### src/design/mahd_pkg.sv
`default_nettype none
package mahd_pkg;

  // header field codes
  localparam logic [1:0] VerMpeg25 = 2'd0;
  localparam logic [1:0] VerMpeg2  = 2'd2;
  localparam logic [1:0] VerMpeg1  = 2'd3;

  localparam logic [1:0] LayerIII = 2'd1;
  localparam logic [1:0] LayerII  = 2'd2;
  localparam logic [1:0] LayerI   = 2'd3;

  localparam int unsigned BrW  = 9;
  localparam int unsigned SrW  = 16;
  localparam int unsigned FbW  = 12;
  localparam int unsigned NumW = 26;
  localparam int unsigned CntW = $clog2(NumW);

  // bitrate in bit/s per kbit/s times the slot factor
  localparam logic [NumW-1:0] FactorL1  = NumW'(12000);
  localparam logic [NumW-1:0] FactorL23 = NumW'(144000);

  localparam logic [BrW-1:0] BrV1L1 [16] = '{
    9'd0, 9'd32, 9'd64, 9'd96, 9'd128, 9'd160, 9'd192, 9'd224,
    9'd256, 9'd288, 9'd320, 9'd352, 9'd384, 9'd416, 9'd448, 9'd0};
  localparam logic [BrW-1:0] BrV1L2 [16] = '{
    9'd0, 9'd32, 9'd48, 9'd56, 9'd64, 9'd80, 9'd96, 9'd112,
    9'd128, 9'd160, 9'd192, 9'd224, 9'd256, 9'd320, 9'd384, 9'd0};
  localparam logic [BrW-1:0] BrV1L3 [16] = '{
    9'd0, 9'd32, 9'd40, 9'd48, 9'd56, 9'd64, 9'd80, 9'd96,
    9'd112, 9'd128, 9'd160, 9'd192, 9'd224, 9'd256, 9'd320, 9'd0};
  localparam logic [BrW-1:0] BrV2L1 [16] = '{
    9'd0, 9'd32, 9'd48, 9'd56, 9'd64, 9'd80, 9'd96, 9'd112,
    9'd128, 9'd144, 9'd160, 9'd176, 9'd192, 9'd224, 9'd256, 9'd0};
  localparam logic [BrW-1:0] BrV2L23 [16] = '{
    9'd0, 9'd8, 9'd16, 9'd24, 9'd32, 9'd40, 9'd48, 9'd56,
    9'd64, 9'd80, 9'd96, 9'd112, 9'd128, 9'd144, 9'd160, 9'd0};

  localparam logic [SrW-1:0] BaseRate [4] = '{16'd44100, 16'd48000, 16'd32000, 16'd0};

  // one decoded header on its way to the divider
  typedef struct packed {
    logic            changed;
    logic            zero;
    logic            layer1;
    logic            pad;
    logic [BrW-1:0]  br;
    logic [SrW-1:0]  sr;
    logic [NumW-1:0] num;
  } cmd_t;

  typedef enum logic [1:0] {
    BkIdle,
    BkDiv,
    BkOut
  } back_state_e;

  function automatic logic [BrW-1:0] lookup_bitrate(logic [1:0] ver, logic [1:0] lay,
                                                    logic [3:0] idx);
    logic [BrW-1:0] br;
    br = '0;
    case (ver)
      VerMpeg1: begin
        case (lay)
          LayerI:   br = BrV1L1[idx];
          LayerII:  br = BrV1L2[idx];
          LayerIII: br = BrV1L3[idx];
          default:  br = '0;
        endcase
      end
      VerMpeg2, VerMpeg25: begin
        case (lay)
          LayerI:            br = BrV2L1[idx];
          LayerII, LayerIII: br = BrV2L23[idx];
          default:           br = '0;
        endcase
      end
      default: br = '0;
    endcase
    return br;
  endfunction

endpackage
`default_nettype wire

### src/design/mahd_front.sv
`default_nettype none
module mahd_front (
  input  wire logic                clk_i,
  input  wire logic                rst_ni,
  input  wire logic                in_valid_i,
  output logic                     in_stall_o,
  input  wire logic [31:0]         header_word_i,
  input  wire logic                q_full_i,
  output logic                     q_push_o,
  output mahd_pkg::cmd_t           q_data_o
);

  logic [22:0] last_hdr_q, last_hdr_d;
  logic [1:0]  ver, lay, sidx;
  logic [3:0]  bidx;
  logic        changed;
  logic [mahd_pkg::BrW-1:0]  br;
  logic [mahd_pkg::SrW-1:0]  base, sr;
  logic [mahd_pkg::NumW-1:0] factor;

  assign ver  = header_word_i[20:19];
  assign lay  = header_word_i[18:17];
  assign bidx = header_word_i[15:12];
  assign sidx = header_word_i[11:10];

  assign changed    = header_word_i[31:9] != last_hdr_q;
  assign in_stall_o = q_full_i;
  assign q_push_o   = in_valid_i && !q_full_i;

  always_comb begin
    br   = mahd_pkg::lookup_bitrate(ver, lay, bidx);
    base = mahd_pkg::BaseRate[sidx];
    case (ver)
      mahd_pkg::VerMpeg2:  sr = base >> 1;
      mahd_pkg::VerMpeg25: sr = base >> 2;
      default:             sr = base;
    endcase
    factor = (lay == mahd_pkg::LayerI) ? mahd_pkg::FactorL1 : mahd_pkg::FactorL23;
  end

  always_comb begin
    q_data_o.changed = changed;
    q_data_o.zero    = (br == '0) || (sr == '0);
    q_data_o.layer1  = lay == mahd_pkg::LayerI;
    q_data_o.pad     = header_word_i[9];
    q_data_o.br      = br;
    q_data_o.sr      = sr;
    q_data_o.num     = mahd_pkg::NumW'(br) * factor;
  end

  always_comb begin
    last_hdr_d = last_hdr_q;
    if (q_push_o && changed) begin
      last_hdr_d = header_word_i[31:9];
    end
  end

  always_ff @(posedge clk_i or negedge rst_ni) begin
    if (!rst_ni) begin
      last_hdr_q <= '0;
    end else begin
      last_hdr_q <= last_hdr_d;
    end
  end

endmodule
`default_nettype wire

### src/design/mahd_fifo.sv
`default_nettype none
module mahd_fifo (
  input  wire logic           clk_i,
  input  wire logic           rst_ni,
  input  wire logic           push_i,
  input  wire mahd_pkg::cmd_t wr_data_i,
  output logic                full_o,
  input  wire logic           pop_i,
  output mahd_pkg::cmd_t      rd_data_o,
  output logic                empty_o
);

  // two entries in flops
  mahd_pkg::cmd_t mem_q [2];
  logic       wr_ptr_q, wr_ptr_d;
  logic       rd_ptr_q, rd_ptr_d;
  logic [1:0] cnt_q, cnt_d;

  assign full_o    = cnt_q == 2'd2;
  assign empty_o   = cnt_q == 2'd0;
  assign rd_data_o = mem_q[rd_ptr_q];

  always_comb begin
    wr_ptr_d = wr_ptr_q ^ push_i;
    rd_ptr_d = rd_ptr_q ^ pop_i;
    cnt_d    = cnt_q + 2'(push_i) - 2'(pop_i);
  end

  always_ff @(posedge clk_i) begin
    if (push_i) begin
      mem_q[wr_ptr_q] <= wr_data_i;
    end
  end

  always_ff @(posedge clk_i or negedge rst_ni) begin
    if (!rst_ni) begin
      wr_ptr_q <= 1'b0;
      rd_ptr_q <= 1'b0;
      cnt_q    <= 2'd0;
    end else begin
      wr_ptr_q <= wr_ptr_d;
      rd_ptr_q <= rd_ptr_d;
      cnt_q    <= cnt_d;
    end
  end

endmodule
`default_nettype wire

### src/design/mahd_back.sv
`default_nettype none
module mahd_back (
  input  wire logic                       clk_i,
  input  wire logic                       rst_ni,
  input  wire mahd_pkg::cmd_t             q_data_i,
  input  wire logic                       q_empty_i,
  output logic                            q_pop_o,
  output logic                            out_valid_o,
  input  wire logic                       out_stall_i,
  output logic                            changed_o,
  output logic [mahd_pkg::BrW-1:0]        bitrate_kbps_o,
  output logic [mahd_pkg::SrW-1:0]        sample_rate_hz_o,
  output logic [mahd_pkg::FbW-1:0]        frame_bytes_o
);

  mahd_pkg::back_state_e state_q, state_d;

  logic [mahd_pkg::CntW-1:0] cnt_q;
  logic [mahd_pkg::SrW-1:0]  rem_q, rem_d;
  logic [mahd_pkg::NumW-1:0] quo_q, quo_d;
  logic [mahd_pkg::SrW:0]    trial;
  logic                      ge;
  logic                      div_last;
  logic                      cur_layer1_q, cur_pad_q;
  logic [mahd_pkg::BrW-1:0]  cur_br_q;
  logic [mahd_pkg::SrW-1:0]  cur_sr_q;
  logic [mahd_pkg::FbW-1:0]  fb_sum, fb_final;

  logic [mahd_pkg::BrW-1:0]  last_br_q;
  logic [mahd_pkg::SrW-1:0]  last_sr_q;
  logic [mahd_pkg::FbW-1:0]  last_fb_q;

  logic                      out_chg_q;
  logic [mahd_pkg::BrW-1:0]  out_br_q;
  logic [mahd_pkg::SrW-1:0]  out_sr_q;
  logic [mahd_pkg::FbW-1:0]  out_fb_q;

  // one restoring step per cycle
  always_comb begin
    trial = {rem_q, quo_q[mahd_pkg::NumW-1]};
    ge    = trial >= {1'b0, cur_sr_q};
    rem_d = ge ? mahd_pkg::SrW'(trial - {1'b0, cur_sr_q}) : trial[mahd_pkg::SrW-1:0];
    quo_d = {quo_q[mahd_pkg::NumW-2:0], ge};
    fb_sum = quo_d[mahd_pkg::FbW-1:0] + mahd_pkg::FbW'(cur_pad_q);
    fb_final = cur_layer1_q ? {fb_sum[mahd_pkg::FbW-3:0], 2'b00} : fb_sum;
  end

  assign div_last = cnt_q == mahd_pkg::CntW'(mahd_pkg::NumW - 1);

  always_comb begin
    state_d = state_q;
    case (state_q)
      mahd_pkg::BkIdle: begin
        if (!q_empty_i) begin
          state_d = (q_data_i.changed && !q_data_i.zero) ? mahd_pkg::BkDiv : mahd_pkg::BkOut;
        end
      end
      mahd_pkg::BkDiv: begin
        if (div_last) state_d = mahd_pkg::BkOut;
      end
      mahd_pkg::BkOut: begin
        if (!out_stall_i) state_d = mahd_pkg::BkIdle;
      end
      default: state_d = mahd_pkg::BkIdle;
    endcase
  end

  always_comb begin
    q_pop_o     = (state_q == mahd_pkg::BkIdle) && !q_empty_i;
    out_valid_o = state_q == mahd_pkg::BkOut;
  end

  assign changed_o        = out_chg_q;
  assign bitrate_kbps_o   = out_br_q;
  assign sample_rate_hz_o = out_sr_q;
  assign frame_bytes_o    = out_fb_q;

  always_ff @(posedge clk_i or negedge rst_ni) begin
    if (!rst_ni) begin
      state_q   <= mahd_pkg::BkIdle;
      last_br_q <= '0;
      last_sr_q <= '0;
      last_fb_q <= '0;
    end else begin
      state_q <= state_d;
      if (q_pop_o && q_data_i.changed && q_data_i.zero) begin
        last_br_q <= q_data_i.br;
        last_sr_q <= q_data_i.sr;
        last_fb_q <= '0;
      end else if (state_q == mahd_pkg::BkDiv && div_last) begin
        last_br_q <= cur_br_q;
        last_sr_q <= cur_sr_q;
        last_fb_q <= fb_final;
      end
    end
  end

  always_ff @(posedge clk_i) begin
    if (q_pop_o) begin
      cur_layer1_q <= q_data_i.layer1;
      cur_pad_q    <= q_data_i.pad;
      cur_br_q     <= q_data_i.br;
      cur_sr_q     <= q_data_i.sr;
      rem_q        <= '0;
      quo_q        <= q_data_i.num;
      cnt_q        <= '0;
      out_chg_q    <= q_data_i.changed;
      if (!q_data_i.changed) begin
        out_br_q <= last_br_q;
        out_sr_q <= last_sr_q;
        out_fb_q <= last_fb_q;
      end else begin
        out_br_q <= q_data_i.br;
        out_sr_q <= q_data_i.sr;
        out_fb_q <= '0;
      end
    end else if (state_q == mahd_pkg::BkDiv) begin
      rem_q <= rem_d;
      quo_q <= quo_d;
      cnt_q <= cnt_q + mahd_pkg::CntW'(1);
      if (div_last) begin
        out_fb_q <= fb_final;
      end
    end
  end

endmodule
`default_nettype wire

### src/design/mpeg_audio_header_decoder.sv
`default_nettype none
// channel  direction  handshake                 payload
// input    in         in_valid_i / in_stall_o   header_word_i
// output   out        out_valid_o / out_stall_i changed_o, bitrate_kbps_o,
//                                               sample_rate_hz_o, frame_bytes_o
//
// a changed, decodable header passes from input to output through the queue,
// the bit-serial divider and the output register; an unchanged or undecodable
// header skips the divider and goes from the queue to the output register
// a two-entry queue lets the front take items while the back divides or the
// output is stalled; the input stalls only when the queue is full
// reset clears the stored header and the stored decoded values to zero
module mpeg_audio_header_decoder (
  input  wire logic        clk_i,
  input  wire logic        rst_ni,
  input  wire logic        in_valid_i,
  output logic             in_stall_o,
  input  wire logic [31:0] header_word_i,
  output logic             out_valid_o,
  input  wire logic        out_stall_i,
  output logic             changed_o,
  output logic [8:0]       bitrate_kbps_o,
  output logic [15:0]      sample_rate_hz_o,
  output logic [11:0]      frame_bytes_o
);

  // front to queue
  mahd_pkg::cmd_t push_data, pop_data;
  logic           q_push, q_full;
  // queue to back
  logic           q_pop, q_empty;

  // front: compares with the stored header, decodes and forms the dividend
  mahd_front u_front (
    .clk_i         (clk_i),
    .rst_ni        (rst_ni),
    .in_valid_i    (in_valid_i),
    .in_stall_o    (in_stall_o),
    .header_word_i (header_word_i),
    .q_full_i      (q_full),
    .q_push_o      (q_push),
    .q_data_o      (push_data)
  );

  // short queue decoupling front and back
  mahd_fifo u_fifo (
    .clk_i     (clk_i),
    .rst_ni    (rst_ni),
    .push_i    (q_push),
    .wr_data_i (push_data),
    .full_o    (q_full),
    .pop_i     (q_pop),
    .rd_data_o (pop_data),
    .empty_o   (q_empty)
  );

  // back: divides, keeps the last decoded values and holds the result item
  mahd_back u_back (
    .clk_i            (clk_i),
    .rst_ni           (rst_ni),
    .q_data_i         (pop_data),
    .q_empty_i        (q_empty),
    .q_pop_o          (q_pop),
    .out_valid_o      (out_valid_o),
    .out_stall_i      (out_stall_i),
    .changed_o        (changed_o),
    .bitrate_kbps_o   (bitrate_kbps_o),
    .sample_rate_hz_o (sample_rate_hz_o),
    .frame_bytes_o    (frame_bytes_o)
  );

endmodule
`default_nettype wire

### config.mk
export PLATFORM = sky130hd
export DESIGN_NAME = mpeg_audio_header_decoder
export DESIGN_NICKNAME = d
export VERILOG_FILES = /design/src/design/mahd_pkg.sv /design/src/design/mahd_front.sv /design/src/design/mahd_fifo.sv /design/src/design/mahd_back.sv /design/src/design/mpeg_audio_header_decoder.sv
export SDC_FILE = /design/constraint.sdc
export NUM_CORES = 1
export LEC_CHECK = 0
export BUFFER_PORTS_ARGS = -buffer_cell sky130_fd_sc_hd__buf_2
export CORE_AREA = 2 2 238 123
export DETAILED_ROUTE_END_ITERATION = 12
export DIE_AREA = 0 0 240 125
export PLACE_DENSITY_LB_ADDON = 0.25
export RECOVER_POWER = 25
export SLEW_MARGIN = 20
export SYNTH_ARGS = -nofsm -noshare
export SYNTH_HDL_FRONTEND = slang
export SYNTH_HIERARCHICAL = 1
export SYNTH_SLANG_ARGS = --single-unit
export TNS_END_PERCENT = 50
### constraint.sdc
create_clock -name clk_i -period 4.19 [get_ports clk_i]
set_clock_uncertainty 0.15 [all_clocks]
set_input_delay 0.419 -clock clk_i [delete_from_list [all_inputs] [get_ports clk_i]]
set_output_delay 0.419 -clock clk_i [all_outputs]
set_load 0.005 [all_outputs]
==> flow_summary_export.csv, run 1 <==
group,metric,value,unit
outcome,status,"finished with violations",
outcome,failed_checks,"max-capacitance violations, max-slew violations, negative setup slack",
floorplan,chipWidth,240,um
floorplan,ioPinCount,76,
cts,htree_num_levels,1,
cts,clockRootBuffer,"clkbuf_16",
grt,track_usage,23.8,%
grt,grt_max_degree,67,
cells_and_area,areaGrowthSynthToFinish,18.6,%
timing,finalHoldViolCount,0,
grt,antenna_found_initial,1,
cts,clock_latency,0.55,ns
timing,setup_viol,22,
logic_synthesis,synth_top_area_share,38.6,%
setup_path,end_kind,"flop",
place,io_buffers,66,
timing,rsz0062_at_grt,"true",
pwr,intPower,7.47,mW
drt,detail_route.iter0.violations,967,
floorplan,num_rows,44,
drt,finalWirelength,35.9,mm
logic_synthesis,synth_edf_count,201,
grt,grt_pass1_wl,55.9,mm
timing,drv_slew,67,
logic_synthesis,yosys_register_bits,288,
logic_synthesis,async_reset_ff_share,22.9,%
drt,avgViaCountPerCell,5.62,
drt,vias,10586,
setup_path,worstSetupPathType,"input pin to flop",
cts,clk_pin_slew,0.06,ns
pwr,p_sw,4.07,mW
timing,setup_slack,-0.555,ns
pwr,finalPower,11.5,mW
logic_synthesis,synth.distinct_cells,71,
logic_synthesis,syn_inst,1307,
setup_path,reg2reg_from,"u_back/cur_sr_q[14]",
cts,cts_buffer_depth,3,
timing,tightest_slew,1.80,ns
logic_synthesis,synth_ff_type,"edfxtp_1",
grt,grt_pass1_vias,10014,
cells_and_area,nets,1617,
logic_synthesis,ys_top_cells_by_area,"edfxtp_1 39%, dfrtp_1 11%, ha_1 7.0%",
cells_and_area,multiInputGateArea,7200,sq um
pwr,combPwrFrac,37.0,%
cells_and_area,drive_above_1_share,27.4,%
pwr,powerDensity,622,nW/um^2
timing,fin_crit_sh,113,%
cells_and_area,fillers,2069,
hold_path,min_path_cells,2,
timing,fin_tns_setup,-8.13,ns
drt,first_pass_iters,6,
job,drv_cap,1,
drt,drcViolationCount,0,
cts,cts.sinks,288,
pwr,pwr-share-seq,43.0,%
cells_and_area,seq_area,8110,sq um
logic_synthesis,syn_avg_cell_area,12.0,sq um
setup_path,reg2reg_to,"u_back/frame_bytes_o[10]",
timing,fmax,211,MHz
floorplan,core_area,28200,sq um
timing,slew_headroom,-19.8,%
floorplan,die_h,125,um
place,dp_hpwl,23.8,mm
pwr,clkPwrFrac,20.0,%
setup_path,r2r_slack,0.53,ns
floorplan,dieArea,30000,sq um
setup_path,start_kind,"input pin",
setup_path,ff2ff_path_depth,14,
pwr,switching_share,35.3,%
pwr,leakage,7.91,nW
place,place.gp.congestion,0.908,
logic_synthesis,synth_seq_area_share,51.9,%
setup_path,critical_path.max_fanout,6,
cells_and_area,final_cell_mix,"201 x edfxtp_1, 160 x nand2_1, 93 x buf_4",
hold_path,holdCritStartpoint,"header_word_i[10]",
floorplan,initial_core_util,55.5,%
pwr,peakVddDrop,0.357,mV
setup_path,crit_arrival,4.88,ns
drt,post_drt_wl_per_cell,19.0,um
logic_synthesis,yosysTopAreaCell,"edfxtp_1",
cells_and_area,final_common_cell,"edfxtp_1",
logic_synthesis,ys_warn_count,6,
drt,drtAntennaViolNets,0,
cells_and_area,diodes,0,
grt,overflow,0,
cts,cts_buffers,26,
cts,cts_tree,"yes",
setup_path,worstPathRequired,4.32,ns
hold_path,whs_endpoint,"u_front/last_hdr_q[1]",
logic_synthesis,syn_area,15600,sq um
hold_path,hp-class,"input pin to flop",
timing,min_period,4.74,ns
timing,hold_ws,0.0567,ns
flip-flops by register name, indices dropped and copies added (netlist names):
register                 flops
u_back/last_sr_q            16
u_fifo/wr_ptr_q              1
u_back/sample_rate_hz_o     16
u_back/cur_pad_q             1
u_back/cur_br_q              9
u_back/cur_layer1_q          1
u_fifo/rd_ptr_q              1
u_back/frame_bytes_o        12
u_back/bitrate_kbps_o        9
u_back/quo_q                26
u_back/changed_o             1
u_back/rem_q                16
u_back/last_fb_q            12
u_fifo/cnt_q                 2
u_back/cur_sr_q             16
u_back/state_q               2
u_front/last_hdr_q          23
u_back/cnt_q                 5
u_fifo/mem_q               110
u_back/last_br_q             9
repair_timing:
action,in CTS,in global routing
endpoints found under the hold margin,77,0
cloned,0,1
hold buffers,15,0
buffers inserted,32,7
setup endpoints to repair,24,26
gates resized for setup,83,24
pin swaps,37,8
worst max path at each step:
stage,from,to,cells past startpoint
finish,header_word_i[12],u_fifo/mem_q[0][25],20
floorplan,header_word_i[13],u_fifo/mem_q[0][22],22
global route,header_word_i[12],u_fifo/mem_q[0][23],22
CTS,header_word_i[12],u_fifo/mem_q[0][23],22
detailed placement,header_word_i[17],u_fifo/mem_q[1][22],22
global placement,header_word_i[13],u_fifo/mem_q[0][22],22
worst max-delay path, cell delays in order:
cell and delay [ns]:
buf_12 0.10, clkinv_8 0.06, ha_4 0.27, a21oi_2 0.05, o211a_1 0.22, a221o_1 0.30, a21oi_4 0.27, nor2b_4 0.08
fa_1 0.50, fa_1 0.52, inv_2 0.04, fa_1 0.53, inv_2 0.06, ha_4 0.22, ha_4 0.29, nand4b_1 0.18
a21oi_2 0.27, o21bai_1 0.11, a31o_2 0.22, xnor2_1 0.14
logic make-up (layout without fill, tap and decap cells):
family                   Yosys count  after routing  synth area share, %
buffers and inverters            153            328                 5.11
AND/OR/NAND/NOR                  355            355                 10.6
AO/OA/AOI/OAI                    218            218                 9.07
multiplexers                     130            130                 10.7
other                              1             12               0.0240
XOR/XNOR                          54             54                 3.12
flip-flops                       288            288                 51.9
adder cells (fa/ha/maj)          108            108                 9.60
power by group through the flow:
stage | Combinational [mW] | Sequential, mW | Clock [mW]
floorplan | 3.08 | 4.82 | 0
global placement | 4.04 | 4.96 | 0
detailed placement | 4.12 | 5.01 | 0
CTS | 4.25 | 4.96 | 2.35
global route | 4.66 | 5.07 | 2.46
finish | 4.26 | 4.96 | 2.31
synth_stat cells, drive strengths merged, types with 11 or more instances:
| master | instances |
|---|---|
| edfxtp | 201 |
| nand2 | 164 |
| mux2 | 108 |
| ha | 88 |
| o21ai | 75 |
| inv | 70 |
| nor2 | 67 |
| dfrtp | 66 |
| buf | 50 |
| a21oi | 47 |
| xnor2 | 34 |
| clkbuf | 33 |
| mux2i | 22 |
| nand3 | 22 |
| dfxtp | 21 |
| fa | 20 |
| xor2 | 19 |
| nand2b | 17 |
| nand3b | 17 |
| a221o | 16 |
| nor2b | 15 |
| a31oi | 11 |
stage by stage:
stage	setup slack [ns]	instances	instance area, sq um	util [%]
after floorplan	-0.863	1318	15900	-
after global placement	-1.25	1782	16800	59.8
after detailed placement	-1.31	1782	16800	59.8
after CTS	-0.423	1876	18400	65.4
after global routing	-0.698	1884	18500	65.8
final	-0.555	1884	18500	65.8
layout make-up:
class / instances / area share [%]
clock buffers: 42 / 4.16
clock inverters: 6 / 0.243
inverters: 70 / 1.57
multi-input cells: 877 / 38.8
flip-flops and latches: 288 / 43.7
well taps: 391 / 2.64
repair buffers: 210 / 8.85
layer usage:
layer / global-route usage [%] / routed length, um / share of wire, % / up-vias
met1: 38.1 / 17800 / 50 / 5218
li1: - / - / - / 4979
met5: 0 / 0 / 0 / -
met4: 5.08 / 768 / 2.1 / 0
met3: 6.03 / 2880 / 8.0 / 58
met2: 32.3 / 14500 / 40 / 331
Power figures use the tool's default switching activity.
==> run 2, diff against run 1 <==
CORE_AREA = 2 2 242 125   (was 2 2 238 123)
DIE_AREA = 0 0 244 127   (was 0 0 240 125)
HOLD_SLACK_MARGIN = 0.06   (was default)
==> run 2 against run 1 <==
  * The run still ends with max-capacitance violations, max-slew violations, negative setup slack left
  * Register-to-register slack got worse by 0.04 ns
  * Setup slack improved by 0.014 ns
  * Global-route usage decreased by 2.4 points
  * Die area increased by 3.3%
  * First-iteration DRC count decreased by 29%
  * Final cell count decreased by 1.1%
  * Critical endpoint is now u_fifo/mem_q[0][22]
  * Largest cell class unchanged
  * Highest routed layer unchanged
==> flow_summary_export.csv, run 2 (same netlist as run 1, synthesis figures left out) <==
group,metric,value,unit
cells_and_area,top_register,"u_fifo/mem_q",
outcome,status,"finished with violations",
pwr,peakVddDrop,0.497,mV
place,dp_hpwl,22.3,mm
cts,clockRootBuffer,"clkbuf_16",
grt,overflow,0,
pwr,p_sw,3.90,mW
hold_path,holdCritStartpoint,"header_word_i[10]",
hold_path,hp-class,"input pin to flop",
drt,detail_route.iter0.violations,685,
setup_path,reg2reg_to,"u_back/frame_bytes_o[10]",
cells_and_area,largest_reg_flops,110,
cells_and_area,diodes,0,
setup_path,ff2ff_path_depth,16,
drt,route.met3.wl,1.10,mm
drt,drtAntennaViolNets,0,
cells_and_area,reg.largest.list,"u_fifo/mem_q (110), u_back/quo_q (26), u_front/last_hdr_q (23)",
cells_and_area,areaGrowthSynthToFinish,17.5,%
timing,fin_crit_sh,113,%
drt,route.layer.met1.wl,15.3,mm
timing,min_period,4.73,ns
pwr,powerDensity,637,nW/um^2
floorplan,chipWidth,244,um
cts,clk_pin_slew,0.06,ns
setup_path,critical_path.max_fanout,8,
pwr,switching_share,33.3,%
timing,finalHoldViolCount,0,
cts,clock_latency,0.53,ns
cells_and_area,final_common_cell,"edfxtp_1",
cells_and_area,drive_above_1_share,26.5,%
pwr,clkPwrFrac,22.8,%
place,io_buffers,66,
setup_path,r2r_slack,0.49,ns
floorplan,core_area,28700,sq um
cells_and_area,nets,1597,
cts,cts_tree,"yes",
timing,setup_slack,-0.540,ns
hold_path,whs_endpoint,"u_front/last_hdr_q[1]",
cells_and_area,final_cell_mix,"201 x edfxtp_1, 162 x nand2_1, 101 x buf_4",
floorplan,ioPinCount,76,
cells_and_area,fillers,2164,
timing,fin_tns_setup,-6.99,ns
grt,grt_pass1_wl,53.8,mm
drt,wl_met2,16.2,mm
timing,drv_slew,34,
floorplan,num_rows,44,
cells_and_area,final_area,18400,sq um
timing,hold_ws,0.0836,ns
timing,slew_headroom,-21.2,%
setup_path,end_kind,"flop",
drt,avgViaCountPerCell,5.55,
setup_path,crit_arrival,4.84,ns
pwr,leakage,7.87,nW
timing,fmax,211,MHz
grt,antenna_found_initial,0,
cts,cts_buffers,26,
timing,tightest_slew,1.82,ns
setup_path,start_kind,"input pin",
drt,post_drt_wl_per_cell,17.8,um
grt,grt_pass1_vias,10479,
drt,drcViolationCount,0,
drt,finalWirelength,33.2,mm
setup_path,reg2reg_from,"u_back/quo_q[25]",
floorplan,dieArea,31000,sq um
drt,first_pass_iters,5,
pwr,combPwrFrac,35.0,%
pwr,pwr-share-seq,42.2,%
grt,grt_max_degree,66,
setup_path,worstSetupPathType,"input pin to flop",
drt,routed.top_layer,"met4",
drt,vias,10339,
pwr,intPower,7.81,mW
outcome,failed_checks,"max-capacitance violations, max-slew violations, negative setup slack",
hold_path,min_path_cells,2,
place,placed_area,16900,sq um
floorplan,initial_core_util,54.5,%
floorplan,die_h,127,um
grt,track_usage,21.4,%
cts,cts_buffer_depth,3,
timing,rsz0062_at_grt,"true",
job,drv_cap,1,
timing,setup_viol,21,
cts,cts.sinks,288,
place,place.gp.congestion,0.867,
cts,htree_num_levels,1,
setup_path,worstPathRequired,4.30,ns
==> run 2: cell types whose count changed in the layout (fill, tap and decap cells not counted), sizes merged <==
| cell | before | now |
|---|---|---|
| bufinv | 0 | 6 |
| clkbuf | 53 | 52 |
| buf | 184 | 161 |
| clkinvlp | 0 | 2 |
| inv | 71 | 69 |
| clkinv | 5 | 3 |
==> run 2: worst max path at each step <==
| stage | to | from | slack (ns) |
|---|---|---|---|
| 2_1_floorplan | u_fifo/mem_q[0][22] | header_word_i[13] | -0.86 |
| 3_3_place_gp | u_fifo/mem_q[0][22] | header_word_i[18] | -1.19 |
| 4_1_cts | u_fifo/mem_q[0][22] | header_word_i[12] | -0.52 |
| 3_5_place_dp | u_fifo/mem_q[0][22] | header_word_i[18] | -1.21 |
| 5_1_grt | u_fifo/mem_q[1][25] | header_word_i[12] | -0.70 |
| 6_report | u_fifo/mem_q[0][22] | header_word_i[13] | -0.54 |
==> run 2: through the flow <==
stage	cells	util, %	setup slack, ns	power [mW]
3_3_place_gp	1792	58.9	-1.19	8.84
3_5_place_dp	1792	58.9	-1.21	9.01
2_1_floorplan	1318	-	-0.863	7.90
6_report	1864	64.1	-0.540	11.7
4_1_cts	1862	63.6	-0.523	11.8
5_1_grt	1864	64.1	-0.699	12.4
==> run 2: area by class of cell <==
cell class	instances	area, sq um	share of cell area, %
Inverter	70	290	1.58
Clock inverter	10	208	1.13
Timing Repair Buffer	190	1330	7.24
Tap cell	391	489	2.66
Clock buffer	38	767	4.17
Multi-Input combinational cell	877	7180	39.1
Sequential cell	288	8110	44.1
==> run 2: repair_timing <==
| action | CTS | global route |
|---|---|---|
| pin swaps | 22 | 27 |
| gates cloned | 0 | 0 |
| hold buffers | 15 | 0 |
| hold endpoints to repair | 26 | 0 |
| buffers inserted | 7 | 2 |
| endpoints found under the setup margin | 22 | 22 |
| gates resized for setup | 36 | 30 |
==> run 2: power groups by stage <==
stage / sequential [mW] / clock (mW) / combinational (mW)
finish: 4.94 / 2.67 / 4.10
global route: 5.05 / 2.84 / 4.52
CTS: 4.94 / 2.71 / 4.12
detailed placement: 4.98 / 0 / 4.03
global placement: 4.93 / 0 / 3.91
floorplan: 4.82 / 0 / 3.08
==> run 2: layer usage <==
| metal | track usage, % | vias to the layer above |
|---|---|---|
| li1 | - | 4943 |
| met1 | 29.4 | 5148 |
| met2 | 36.8 | 203 |
| met3 | 2.65 | 45 |
| met4 | 4.59 | 0 |
| met5 | 0 | - |
==> run 2: critical path: stages <==
cell      delay (ns)
buf_12          0.11
clkinv_8        0.06
ha_4            0.28
a21oi_2         0.06
o211a_1         0.20
a221o_1         0.30
a21oi_4         0.27
buf_6           0.15
fa_1            0.40
inv_1           0.08
fa_1            0.43
fa_1            0.48
ha_1            0.33
ha_4            0.27
nand2b_4        0.08
a21oi_4         0.06
o31ai_4         0.25
a21oi_2         0.11
buf_4           0.14
a311o_1         0.36
